[src/design/eod_pkg.sv]
`timescale 1ns / 1ps
`default_nettype none

package eod_pkg;

    localparam int WINDOW  = 512;
    localparam int WIN_AW  = $clog2(WINDOW);
    localparam int SMP_W   = 16;
    localparam int SQ_W    = 31;
    localparam int SUM_W   = SQ_W + WIN_AW;
    localparam int THR_W   = 31;
    localparam int HOP_W   = 10;
    localparam int CNT_W   = 16;
    localparam int CFG_W   = 31;
    localparam int CFG_IW  = 2;

    typedef enum logic [CFG_IW-1:0] {
        REG_THRESHOLD  = 2'd0,
        REG_HOP_LENGTH = 2'd1,
        REG_REFRACTORY = 2'd2,
        REG_PULSE      = 2'd3
    } cfg_reg_t;

    localparam logic [THR_W-1:0] THRESHOLD_RST  = 31'd53687091;
    localparam logic [HOP_W-1:0] HOP_LENGTH_RST = 10'd256;
    localparam logic [CNT_W-1:0] REFRACTORY_RST = 16'd86;
    localparam logic [CNT_W-1:0] PULSE_RST      = 16'd9;

    typedef struct packed {
        logic            hop;
        logic [SQ_W-1:0] new_sq;
        logic [SQ_W-1:0] old_sq;
    } stage_t;

    typedef struct packed {
        logic             marker_pulse;
        logic [THR_W-1:0] mean_energy;
        logic             onset;
        logic             hop_done;
    } result_t;

    function automatic logic [SQ_W-1:0] square_of(input logic signed [SMP_W-1:0] v);
        logic signed [2*SMP_W-1:0] prod;
        prod = v * v;
        return prod[SQ_W-1:0];
    endfunction

endpackage

`default_nettype wire

[src/design/eod_eval.sv]
`timescale 1ns / 1ps
`default_nettype none

module eod_eval
    import eod_pkg::*;
(
    input  wire logic             aclk,
    input  wire logic             aresetn,
    input  wire logic             load,
    input  wire stage_t           stage,
    input  wire logic [THR_W-1:0] energy_threshold,
    input  wire logic [CNT_W-1:0] refractory_hops,
    input  wire logic [CNT_W-1:0] pulse_hops,
    output result_t               result
);

    logic [SUM_W-1:0] sum_reg;
    logic [SUM_W-1:0] sum_next;
    logic [CNT_W-1:0] refr_reg;
    logic [CNT_W-1:0] refr_next;
    logic [CNT_W-1:0] pulse_reg;
    logic [CNT_W-1:0] pulse_next;
    logic             pin_reg;
    logic             pin_next;
    logic [THR_W-1:0] mean;
    logic             onset;
    logic [CNT_W-1:0] refr_load;
    logic [CNT_W-1:0] pulse_load;
    logic [SUM_W-1:0] mean_wide;
    result_t          result_reg;
    result_t          result_next;

    always_comb begin
        sum_next  = sum_reg + SUM_W'(stage.new_sq) - SUM_W'(stage.old_sq);
        mean_wide = sum_next / WINDOW;
        mean      = mean_wide[THR_W-1:0];
        onset     = stage.hop && (mean >= energy_threshold) && (refr_reg == '0);

        refr_load  = onset ? refractory_hops : refr_reg;
        pulse_load = onset ? pulse_hops : pulse_reg;

        refr_next  = refr_reg;
        pulse_next = pulse_reg;
        pin_next   = pin_reg;
        if (stage.hop) begin
            refr_next  = (refr_load != '0) ? refr_load - 1'b1 : '0;
            pulse_next = (pulse_load != '0) ? pulse_load - 1'b1 : '0;
            pin_next   = (pulse_next != '0);
        end

        result_next.hop_done     = stage.hop;
        result_next.onset        = onset;
        result_next.mean_energy  = stage.hop ? mean : '0;
        result_next.marker_pulse = pin_next;
    end

    always_ff @(posedge aclk) begin
        if (!aresetn) begin
            sum_reg   <= '0;
            refr_reg  <= '0;
            pulse_reg <= '0;
            pin_reg   <= 1'b0;
        end else if (load) begin
            sum_reg   <= sum_next;
            refr_reg  <= refr_next;
            pulse_reg <= pulse_next;
            pin_reg   <= pin_next;
        end
    end

    always_ff @(posedge aclk) begin
        if (load) begin
            result_reg <= result_next;
        end
    end

    assign result = result_reg;

endmodule

`default_nettype wire

[config.mk]
export PLATFORM = sky130hd
export DESIGN_NAME = eod_eval
export DESIGN_NICKNAME = d
export VERILOG_FILES = /design/src/design/eod_pkg.sv /design/src/design/eod_eval.sv
export SDC_FILE = /design/constraint.sdc
export NUM_CORES = 1
export LEC_CHECK = 0
export ABC_AREA = 1
export BUFFER_PORTS_ARGS = -buffer_cell sky130_fd_sc_hd__buf_2
export CORE_MARGIN = 2
export CORE_UTILIZATION = 50
export CTS_CLUSTER_SIZE = 20
export DETAILED_ROUTE_END_ITERATION = 10
export GPL_ROUTABILITY_DRIVEN = 0
export GPL_TIMING_DRIVEN = 0
export PLACE_DENSITY = 0.78
export SLEW_MARGIN = 20
export SYNTH_ARGS = -nofsm -noshare
export SYNTH_HDL_FRONTEND = slang
export SYNTH_SLANG_ARGS = --single-unit
export TNS_END_PERCENT = 30
[constraint.sdc]
create_clock -name aclk -period 7.47 [get_ports aclk]
set_input_delay 0.747 -clock aclk [delete_from_list [all_inputs] [get_ports aclk]]
set_output_delay 0.747 -clock aclk [all_outputs]
set_load 0.01 [all_outputs]
# Word level (Yosys, flattened, before mapping)
# Index checks and enable logic that the tools add are counted.
# W data, S select, Z words.
totals:
  ff_bits: 107
  input_bits: 129
  out_inout_bits: 34
  word_cells: 25
op_classes:
  n_addsub: 4
  order_cmp: 1
  n_mux: 5
  n_reduce_logical: 7
ops:
  columns: ["operator", "count"]
  rows:
  - ["$mux W16", 4]
  - ["$reduce_bool A16 Y1", 3]
  - ["$add A40 B31 Y40", 1]
  - ["$sub A40 B31 Y40", 1]
  - ["$sub A16 B1 Y16 const B", 2]
  - ["$ge A31 B31 Y1", 1]
  - ["$logic_not A16 Y1", 1]
  - ["$logic_and A1 B1 Y1", 2]
  - ["$reduce_and A2 Y1", 1]
  - ["$mux W1", 1]

# Depth between registers and ports, before layout
# Gate-level depths: netlist of the first run.
logic_depth:
  ltp_word: 10
  mapped_depth: 45
  mapped_depth_nobuf: 45

# Worst setup path before layout of the first run
# No wires, ideal clock.
synth_path:
  kind: "in2reg"
  from: "input port stage[33] in the netlist's numbering"
  to: "register result_reg, in the netlist result[33], data pin"
  setup_time_ns: 0.253
  arrival_time_ns: 5.601
  required_ns: 7.217
  slack_ns: 1.617
  cell_stages: 43
  n_path_buf: 1
  path_cell_list: "inv_1 > fa_1 > inv_1 > ha_1 > nand2_1 > nand3_1 > a21oi_1 > inv_1 > nand2_1 > nand2_1 > nand3_1 > nand2_1 > nand2_1 > nand2_1 > nand3_1 > o2111ai_1 > a31oi_1 > xor2_1 > [7 not listed] > nand2_1 > nor2_1 > nand2_2 > buf_4 > nand3_1 > nand2_1 > ha_1 > nand2_1 > nor2_1 > nand2_1 > nand2_1 > nand2_1 > nand2_1 > nand2_1 > nor2_1 > nand3_1 > nor2_2 > nor2_1"
synth_via:
  elab_chain_len: 10
  elab_cells_between_ends: 11
  cone_classes: "add/sub (3); order compare (1); mux (3); reduce/logical (4)"
synth_rtl:
  columns: ["item", "line_no", "text"]
  rows:
  - ["from (decl)", "eod_eval.sv:10", "input wire stage_t stage,"]
  - ["$add A40 B31 Y40 (*)", "eod_eval.sv:34", "sum_next = sum_reg + SUM_W'(stage.new_sq) - SUM_W'(stage.old_sq);"]
  - ["$sub A40 B31 Y40 (*)", "eod_eval.sv:34", null]
  - ["net mean_wide[30]", "eod_eval.sv:29", "logic [SUM_W-1:0] mean_wide;"]
  - ["$ge A31 B31 Y1 (*)", "eod_eval.sv:37", "onset = stage.hop && (mean >= energy_threshold) && (refr_reg == '0);"]
  - ["$logic_and A1 B1 Y1 (*) (2 in a row)", "eod_eval.sv:37", null]
  - ["$mux W16 (*)", "eod_eval.sv:40", "pulse_load = onset ? pulse_hops : pulse_reg;"]
  - ["$sub A16 B1 Y16 / $reduce_bool A16 Y1 (equally long branches)", "eod_eval.sv:47", "pulse_next = (pulse_load != '0) ? pulse_load - 1'b1 : '0;"]
  - ["$mux W16 (*)", "eod_eval.sv:47", null]
  - ["$reduce_bool A16 Y1 (*)", "eod_eval.sv:48", "pin_next = (pulse_next != '0);"]
  - ["$mux W1 (*)", "eod_eval.sv:45", "if (stage.hop) begin"]
  - ["net pin_next", "eod_eval.sv:24", "logic pin_next;"]
  - ["to (signal assigned)", "eod_eval.sv:73", "result_reg <= result_next;"]
  - ["to (decl)", "eod_eval.sv:30", "result_t result_reg;"]
# Mark *: on every way through the listed nets, which the timed path passes. The rest lies on a longest branch.
# A chain may end at the register's enable or synchronous reset.

# Worst setup path after layout of the first run
layout_path:
  from: "input port stage[2] in the netlist's numbering"
  to: "register result_reg, in the netlist result[33], data pin"
layout_via:
  elab_chain_len: 9
  elab_cells_between_ends: 10
  cone_classes: "add/sub (2); order compare (1); mux (3); reduce/logical (4)"
layout_rtl:
  columns: ["item", "line_no"]
  rows:
  - ["$sub A40 B31 Y40 (*)", "eod_eval.sv:34"]
  - ["net mean_wide[30]", "eod_eval.sv:29"]
  - ["$ge A31 B31 Y1 (*)", "eod_eval.sv:37"]
  - ["$logic_and A1 B1 Y1 (*) (2 in a row)", "eod_eval.sv:37"]
  - ["$mux W16 (*)", "eod_eval.sv:40"]
  - ["$sub A16 B1 Y16 / $reduce_bool A16 Y1 (equally long branches)", "eod_eval.sv:47"]
  - ["$mux W16 (*)", "eod_eval.sv:47"]
  - ["$reduce_bool A16 Y1 (*)", "eod_eval.sv:48"]
  - ["$mux W1 (*)", "eod_eval.sv:45"]
  - ["net pin_next", "eod_eval.sv:24"]
# Marked as above.

==> metrics.cfg, run 1 <==
[global_routing]
grt_use_total_pct=24.8
grt_first_pass_wirelength_mm=40.4
grt_pass1_vias=8791
antenna_found_initial=4
grt_max_degree=36
grt-ovfl-total=0

[clock_network]
root_buffer=clkbuf_16
postCtsSetupRepairBufs=0
cts_repair_resize_count=0
clkLatencyLatePin_ns=0.37
clockBufferDepth=2
cts_tree=done
cts_num_sinks=107
htreeDepth=3
cts_inserted_buffers=9
cts_hold_buf=0
path_clk_slew_ns=0.08

[hold_path]
hp-start=pulse_reg[0]$_SDFFE_PN0P_
hold_path.class=flip-flop to flip-flop

[critical_path]
critical_path_class=input pin to flip-flop
cp.required_ns=7.60
worstPathArrival_ns=6.98
crit_start=stage[2]
worstRegToRegCells=43
endpoint=result[33]$_DFFE_PP_
critPathSlowestCell=fa_1
max_stage_delay_ns=0.52
worst_setup_path_end_kind=flip-flop
crit_fanout=10
ff2ff_setup_slack_ns=0.80
crit_path_frequent_cell=nand2_1
r2r_start=sum_reg[2]$_SDFFE_PN0P_
start_kind=input pin
r2r_end=result[33]$_DFFE_PP_

[power]
power_leakage_nw=6.13
cellPowerDensity_nw_per_um2=471
vdd_drop_max_uv=360
fin_total_pwr_mw=5.17

[synthesis]
syn_nets=1662
syn_avg_cell_area_um2=6.72
ys_ff_latch=107
yosys_warnings=0
synth_area_um2=9590
synthArstFlopShare_pct=0
syn-instance-count=1427
yosys.cell_types.count=49
ys.flop_type=dfxtp_1
synth_edf_count=34
seq_area_frac_synth_pct=25.9

[timing]
fin_crit_sh_pct=91.6
maxSlewViolCount=0
fin_setup_tns_ns=0
slew_headroom_pct=34.6
grt_setup_unrepaired=no
setup_viol=0
tightest_slew_ns=0.981
hold_viol=0
period_needed_ns=6.85
fin_ws_ns=0.624
timing.fmax_mhz=146
clock_skew_ns=0.0169

[finish]
drive_above_1_share_pct=13.7
layout_commonest_cell=inv_1
layout_common_cells=inv_1 (335), nand2_1 (291), buf_2 (165), a21oi_1 (143), nor2_1 (120)
largest_reg_flops=40
fin_nets=1835
area_delta_synth_final_pct=14.6

[floorplanning]
io_pins=163
die_area_um2=20300
initial_core_util_pct=51.1
rows=50
dieHeight_um=142
fp.dieW_um=142
core_area_um2=18800

[drt]
routed-via-count=9403
dr.pass1.iters=5
ant_nets=0
drc=0
wl_mm=25.1
wl_per_cell_um=13.6
drt_iter0_markers=588
vias_per_cell=5.11

[placement]
place_ws_ns=0.342
dp_hpwl_mm=20.1
port_buffers=162

[run_status]
status=complete, no violations

[flow_run]
max_cap_viol_count=0

==> critical path, delay by kind of cell <==
kind / cells / cell delay, ns
AO/OA/AOI/OAI: 3 / 0.84
XOR/XNOR: 1 / 0.28
adder cells (fa/ha/maj): 4 / 1.41
buffers and inverters: 5 / 0.60
AND/OR/NAND/NOR: 30 / 3.10
==> cell families (layout without fill, tap and decap cells) <==
logic type / after synthesis / after routing / synth area share [%]
AND/OR/NAND/NOR: 541 / 541 / 24.3
buffers and inverters: 372 / 550 / 15.0
AO/OA/AOI/OAI: 259 / 259 / 14.7
flip-flops: 107 / 107 / 25.9
adder cells (fa/ha/maj): 106 / 106 / 16.3
XOR/XNOR: 42 / 42 / 3.84
other: 0 / 1 / 0
==> through the flow <==
step | utilization, % | hold slack (ns) | area (µm²) | cells
2_1_floorplan | - | 0.437 | 9590 | 1427
3_3_place_gp | 57.0 | 0.449 | 10700 | 1823
3_5_place_dp | 57.0 | 0.453 | 10700 | 1823
4_1_cts | 58.5 | 0.466 | 11000 | 1839
5_1_grt | 58.5 | 0.487 | 11000 | 1840
6_report | 58.5 | 0.466 | 11000 | 1840
==> cell usage after synthesis, drive strengths merged, types with 9 or more instances <==
library cell	number	area (µm²)
inv	339	1270
nand2	298	1140
a21oi	145	741
nor2	128	500
o21ai	77	389
ha	75	938
dfxtp	73	1460
nand3	73	380
edfxtp	34	1020
fa	31	621
xor2	31	272
clkbuf	24	90.1
nand3b	11	82.6
xnor2	11	96.3
nor3	10	55.1
buf	9	75.1
nand4	9	56.3
==> final cells by class <==
type                    instances  area [µm²]
diodes                          1        2.50
plain buffers                  33         165
clock buffers                  12         268
clock inverters                 4        22.5
fillers                      1820        7790
flip-flops and latches        107        2480
inverters                     339        1270
repair buffers                162         811
multi-input cells             948        5670
well taps                     234         293
==> power breakdown <==
group	total, mW	internal, mW	switching (mW)
Sequential	0.868	0.796	0.0727
Clock	0.486	0.255	0.232
Combinational	3.82	1.32	2.49
Total	5.17	2.38	2.80
==> worst min path at each step <==
| stage | endpoint | cells after the start |
|---|---|---|
| after floorplan | pulse_reg[0]$_SDFFE_PN0P_ | 2 |
| after global placement | pulse_reg[0]$_SDFFE_PN0P_ | 2 |
| after detailed placement | pulse_reg[0]$_SDFFE_PN0P_ | 2 |
| after CTS | pulse_reg[0]$_SDFFE_PN0P_ | 2 |
| after global routing | refr_reg[11]$_SDFFE_PN0P_ | 2 |
| final | pulse_reg[0]$_SDFFE_PN0P_ | 2 |
==> metal layers <==
metal	track usage [%]	vias to the layer above	routed length, µm
met5	0	-	38
met4	8.13	6	528
met3	3.67	43	1820
met2	42.8	330	11600
met1	32.0	4203	11100
li1	-	4821	-
(Power assumes the default switching activity.)
==> run 2: changes to the inputs <==
--- a/config.mk
+++ b/config.mk
@@ -8,12 +8,12 @@
 export ABC_AREA = 1
 export BUFFER_PORTS_ARGS = -buffer_cell sky130_fd_sc_hd__buf_2
 export CORE_MARGIN = 2
-export CORE_UTILIZATION = 50
+export CORE_UTILIZATION = 58
 export CTS_CLUSTER_SIZE = 20
 export DETAILED_ROUTE_END_ITERATION = 10
 export GPL_ROUTABILITY_DRIVEN = 0
 export GPL_TIMING_DRIVEN = 0
-export PLACE_DENSITY = 0.78
+export PLACE_DENSITY = 0.88
 export SLEW_MARGIN = 20
 export SYNTH_ARGS = -nofsm -noshare
 export SYNTH_HDL_FRONTEND = slang
==> run 2 against run 1 <==
Wire length hardly changed. Non-clock buffer count unchanged. Power grew 0.58%. Maximum frequency fell by 0.17%. Critical path type unchanged. Largest power group unchanged.
==> metrics.cfg, run 2 (synthesis results as in run 1) <==
[flow_run]
max_cap_viol_count=0  ; unchanged

[hold_path]
hold_path_depth=2  ; unchanged
hp-start=refr_reg[12]$_SDFFE_PN0P_  ; was pulse_reg[0]$_SDFFE_PN0P_
hold_end=refr_reg[12]$_SDFFE_PN0P_  ; was pulse_reg[0]$_SDFFE_PN0P_
hold_path.class=flip-flop to flip-flop  ; unchanged

[global_routing]
antenna_found_initial=2  ; was 4
grt_first_pass_wirelength_mm=41.3  ; was 40.4 mm
grt_pass1_vias=9199  ; was 8,791
grt-ovfl-total=0  ; unchanged
grt_use_total_pct=28.5  ; was 24.8%
grt_max_degree=36  ; unchanged

[clock_network]
cts_inserted_buffers=9  ; unchanged
postCtsSetupRepairBufs=0  ; unchanged
root_buffer=clkbuf_16  ; unchanged
cts_tree=done  ; unchanged
path_clk_slew_ns=0.08  ; about the same
htreeDepth=3  ; unchanged
clockBufferDepth=2  ; unchanged
clkLatencyLatePin_ns=0.36  ; was 0.37 ns
cts_hold_buf=0  ; unchanged
cts_num_sinks=107  ; unchanged
cts_repair_resize_count=0  ; unchanged

[placement]
dp_hpwl_mm=20.3  ; was 20.1 mm
port_buffers=162  ; unchanged

[critical_path]
crit_path_frequent_cell=nand2_1  ; unchanged
crit_fanout=10  ; unchanged
r2r_end=result[33]$_DFFE_PP_  ; unchanged
critical_path_class=input pin to flip-flop  ; unchanged
r2r_start=sum_reg[2]$_SDFFE_PN0P_  ; unchanged
critPathSlowestCell=fa_1  ; unchanged
max_stage_delay_ns=0.54  ; was 0.52 ns
crit_start=stage[2]  ; unchanged
start_kind=input pin  ; unchanged
ff2ff_setup_slack_ns=0.82  ; was 0.80 ns
worstRegToRegCells=43  ; unchanged
worstPathArrival_ns=6.98  ; about the same
worst_setup_path_end_kind=flip-flop  ; unchanged
cp.required_ns=7.59  ; was 7.60 ns

[power]
cellPowerDensity_nw_per_um2=475  ; was 471 nW/µm²
power_leakage_nw=6.14  ; was 6.13 nW
vdd_drop_max_uv=485  ; was 360 µV

[timing]
fin_setup_tns_ns=0  ; unchanged
maxSlewViolCount=0  ; unchanged
setup_viol=0  ; unchanged
slew_headroom_pct=38.8  ; was 34.6%
period_needed_ns=6.86  ; was 6.85 ns
clock_skew_ns=0.0124  ; was 0.0169 ns
timing.fmax_mhz=146  ; about the same
grt_setup_unrepaired=no  ; unchanged
fin_crit_sh_pct=91.8  ; was 91.6%
hold_viol=0  ; unchanged
tightest_slew_ns=0.918  ; was 0.981 ns

[finish]
fin_util_pct=68.5  ; was 58.5%
layout_commonest_cell=inv_1  ; unchanged
layout_common_cells=inv_1 (335), nand2_1 (291), buf_2 (165), a21oi_1 (143), nor2_1 (120)  ; unchanged
drive_above_1_share_pct=13.7  ; unchanged
largest_reg_flops=40  ; unchanged
num-fill-cells=1381  ; was 1,820
area_delta_synth_final_pct=14.4  ; was 14.6%
fin_nets=1835  ; unchanged
multi_input_area_um2=5670  ; unchanged
area.sequential_um2=2480  ; unchanged

[floorplanning]
io_pins=163  ; unchanged
initial_core_util_pct=59.9  ; was 51.1%
core_area_um2=16000  ; was 18,800 µm²
rows=46  ; was 50
die_area_um2=17600  ; was 20,300 µm²
fp.dieW_um=133  ; was 142 µm
dieHeight_um=133  ; was 142 µm

[drt]
drc=0  ; unchanged
dr.pass1.iters=6  ; was 5
vias_per_cell=5.30  ; was 5.11
wl_per_cell_um=13.8  ; was 13.6 µm
wl_mm=25.1  ; about the same
drt_iter0_markers=767  ; was 588
routed-via-count=9648  ; was 9,403
ant_nets=0  ; unchanged

[run_status]
status=complete, no violations  ; unchanged

run 2: per-layer routing:
metal / up-vias / GRT usage [%] / wire, µm
met1: 4335 / 35.3 / 10400
met2: 419 / 50.3 / 12000
met4: 2 / 11.1 / 744
met5: - / 0 / 11
li1: 4829 / - / -
met3: 63 / 3.87 / 1930
run 2: area by class of cell:
type | count | area share [%]
Clock buffer | 12 | 2.25
Tap cell | 216 | 2.46
Multi-Input combinational cell | 948 | 51.7
Antenna cell | 1 | 0.0228
Buffer | 33 | 1.51
Timing Repair Buffer | 162 | 7.39
Clock inverter | 4 | 0.456
Inverter | 339 | 11.6
Sequential cell | 107 | 22.6
run 2: power breakdown:
part / total [mW] / switching, mW / internal (mW)
Clock: 0.500 / 0.230 / 0.270
Sequential: 0.870 / 0.0742 / 0.796
Combinational: 3.83 / 2.51 / 1.33
run 2: worst max-delay path: cells and delay by family:
kind / cells / cell delay [ns]
xor gates and xnor gates: 1 / 0.27
AOI/OAI and AO/OA: 3 / 0.82
buffers and inverters: 5 / 0.60
adders and majority gates: 4 / 1.43
and+or+nand+nor: 30 / 3.11
run 2: worst max path at each step:
stage | cells past startpoint | slack (ns) | endpoint
global placement | 43 | 0.42 | result[33]$_DFFE_PP_
detailed placement | 43 | 0.35 | result[33]$_DFFE_PP_
CTS | 43 | 0.72 | result[33]$_DFFE_PP_
floorplan | 43 | 1.62 | result[33]$_DFFE_PP_
global route | 44 | 0.08 | result[33]$_DFFE_PP_
finish | 43 | 0.61 | result[33]$_DFFE_PP_
run 2: per-stage QoR:
stage               area, µm²  hold slack [ns]  power [mW]  std cells  setup slack (ns)
finish                  11000            0.468        5.20       1822             0.613
global route            11000            0.497        5.74       1822            0.0849
CTS                     11000            0.469        5.14       1821             0.719
floorplan                9590            0.437        3.77       1427              1.62
global placement        10700            0.449        4.50       1805             0.424
detailed placement      10700            0.459        4.62       1805             0.353
==> run 3: changes to the inputs <==
--- a/config.mk
+++ b/config.mk
@@ -13,7 +13,7 @@
 export DETAILED_ROUTE_END_ITERATION = 10
 export GPL_ROUTABILITY_DRIVEN = 0
 export GPL_TIMING_DRIVEN = 0
-export PLACE_DENSITY = 0.88
+export PLACE_DENSITY = 0.79
 export SLEW_MARGIN = 20
 export SYNTH_ARGS = -nofsm -noshare
 export SYNTH_HDL_FRONTEND = slang
==> run 3 against run 2 <==
Clock-buffer cell count down 3. Via count is 2.1% lower. Critical path depth shrank 1. Sequential cell count did not move. Cell count stayed put. Setup slack worse by 0.11 ns. Clock power barely moved. First-iteration DRC count decreased by 22%. Core utilization barely moved. Highest routed layer is now met4.
==> metrics.cfg, run 3 (synthesis results as in run 1) <==
[global_routing]
grt-ovfl-total=0  ; unchanged
grt_pass1_vias=8948  ; was 9,199
grt_max_degree=36  ; unchanged
grt_first_pass_wirelength_mm=41.0  ; was 41.3 mm
antenna_found_initial=1  ; was 2
grt_use_total_pct=28.6  ; was 28.5%

[power]
vdd_drop_max_uv=386  ; was 485 µV
cellPowerDensity_nw_per_um2=473  ; was 475 nW/µm²
power_leakage_nw=6.13  ; was 6.14 nW

[floorplanning]
rows=46  ; unchanged
initial_core_util_pct=59.9  ; unchanged
core_area_um2=16000  ; unchanged
dieHeight_um=133  ; unchanged
io_pins=163  ; unchanged
fp.dieW_um=133  ; unchanged
die_area_um2=17600  ; unchanged

[clock_network]
root_buffer=clkbuf_16  ; unchanged
htreeDepth=3  ; unchanged
cts_repair_resize_count=0  ; unchanged
path_clk_slew_ns=0.08  ; about the same
cts_tree=done  ; unchanged
cts_inserted_buffers=9  ; unchanged
cts_hold_buf=0  ; unchanged
clockBufferDepth=2  ; unchanged
cts_num_sinks=107  ; unchanged
clkLatencyLatePin_ns=0.37  ; was 0.36 ns
postCtsSetupRepairBufs=0  ; unchanged

[timing]
setup_viol=0  ; unchanged
tightest_slew_ns=0.919  ; was 0.918 ns
maxSlewViolCount=0  ; unchanged
whs_ns=0.468  ; about the same
fin_setup_tns_ns=0  ; unchanged
slew_headroom_pct=38.7  ; was 38.8%
hold_viol=0  ; unchanged
period_needed_ns=6.97  ; was 6.86 ns
fin_ws_ns=0.503  ; was 0.613 ns
timing.fmax_mhz=144  ; was 146 MHz
fin_crit_sh_pct=93.3  ; was 91.8%
clock_skew_ns=0.0111  ; was 0.0124 ns
grt_setup_unrepaired=no  ; unchanged

[critical_path]
worst_setup_path_end_kind=flip-flop  ; unchanged
crit_start=stage[32]  ; was stage[2]
max_stage_delay_ns=0.53  ; was 0.54 ns
crit_path_frequent_cell=nand2_1  ; unchanged
critPathSlowestCell=fa_1  ; unchanged
path_buf_inv=6  ; was 5
critical_path_class=input pin to flip-flop  ; unchanged
crit_family=simple AND/OR/NAND/NOR gates  ; unchanged
r2r_start=sum_reg[1]$_SDFFE_PN0P_  ; was sum_reg[2]$_SDFFE_PN0P_
start_kind=input pin  ; unchanged
worstPathArrival_ns=7.10  ; was 6.98 ns
cp.required_ns=7.60  ; was 7.59 ns
crit_fanout=10  ; unchanged

[drt]
highest-signal-layer=met4  ; was met5
dr_wl_met2_mm=11.7  ; was 12.0 mm
dr.pass1.iters=5  ; was 6
wl_per_cell_um=13.6  ; was 13.8 µm
wl_mm=24.9  ; was 25.1 mm
wl_met1_mm=10.6  ; was 10.4 mm
drc=0  ; unchanged
wl_met3_mm=1.82  ; was 1.93 mm
vias_per_cell=5.18  ; was 5.30
drt_iter0_markers=601  ; was 767
routed-via-count=9442  ; was 9,648
ant_nets=0  ; unchanged

[finish]
final_area_um2=11000  ; about the same
largest_reg_flops=40  ; unchanged
layout_common_cells=inv_1 (335), nand2_1 (291), buf_2 (165), a21oi_1 (143), nor2_1 (120)  ; unchanged
fin_nets=1835  ; unchanged
layout_commonest_cell=inv_1  ; unchanged
fin_util_pct=68.6  ; was 68.5%
area_delta_synth_final_pct=14.4  ; about the same
drive_above_1_share_pct=13.8  ; was 13.7%

[flow_run]
max_cap_viol_count=0  ; unchanged

[hold_path]
hold_path.class=flip-flop to flip-flop  ; unchanged
hp-start=refr_reg[13]$_SDFFE_PN0P_  ; was refr_reg[12]$_SDFFE_PN0P_

[run_status]
status=complete, no violations  ; unchanged

[placement]
dp_hpwl_mm=19.7  ; was 20.3 mm
placed_cell_area_um2=10700  ; unchanged
port_buffers=162  ; unchanged
place_ws_ns=0.250  ; was 0.353 ns

run 3: changes by cell type in the layout (fill, tap and decap cells not counted), sizes merged:
cell / delta
clkbuf: -3
clkinvlp: +2
clkinv: +1
run 3: worst register-to-register path: cells and delay by family (launching register included):
family / cells / cell delay, ns
flops: 1 / 0.31
buf+inv: 5 / 0.51
xor+xnor: 1 / 0.33
fa+ha+maj: 4 / 1.54
simple gates: 27 / 2.71
compound gates: 4 / 1.16
run 3: area by class of cell:
| class | count | area (µm²) |
|---|---|---|
| multi-input combinational | 948 | 5670 |
| fill | 1488 | 5030 |
| sequential | 107 | 2480 |
| inverter | 339 | 1270 |
| timing repair buffer | 162 | 811 |
| tap | 216 | 270 |
| clock buffer | 9 | 225 |
| buffer | 33 | 165 |
| clock inverter | 7 | 76.3 |
| antenna | 1 | 2.50 |
run 3: path summary, 6_finish.rpt:
kind | end | slack (ns) | cells past startpoint
setup / recovery | result[33]$_DFFE_PP_ | 0.50 | 42
hold reg to reg | refr_reg[13]$_SDFFE_PN0P_ | 0.47 | 2
setup reg to reg | result[33]$_DFFE_PP_ | 0.69 | 41
hold / removal | refr_reg[13]$_SDFFE_PN0P_ | 0.47 | 2
run 3: power breakdown:
group | switching (mW) | total (mW) | internal, mW
Clock | 0.238 | 0.500 | 0.262
Combinational | 2.50 | 3.82 | 1.32
Sequential | 0.0705 | 0.866 | 0.795
run 3: per-stage QoR:
step,instances,total power [mW]
floorplan,1427,3.77
global placement,1805,4.54
detailed placement,1805,4.64
CTS,1821,5.16
global route,1821,5.74
finish,1822,5.19
run 3: metal layers:
layer  global-route usage, %  vias to the layer above
li1                        -                     4821
met1                    35.2                     4225
met2                    50.1                      342
met3                    4.98                       54
met4                    10.8                        0
met5                       0                        -
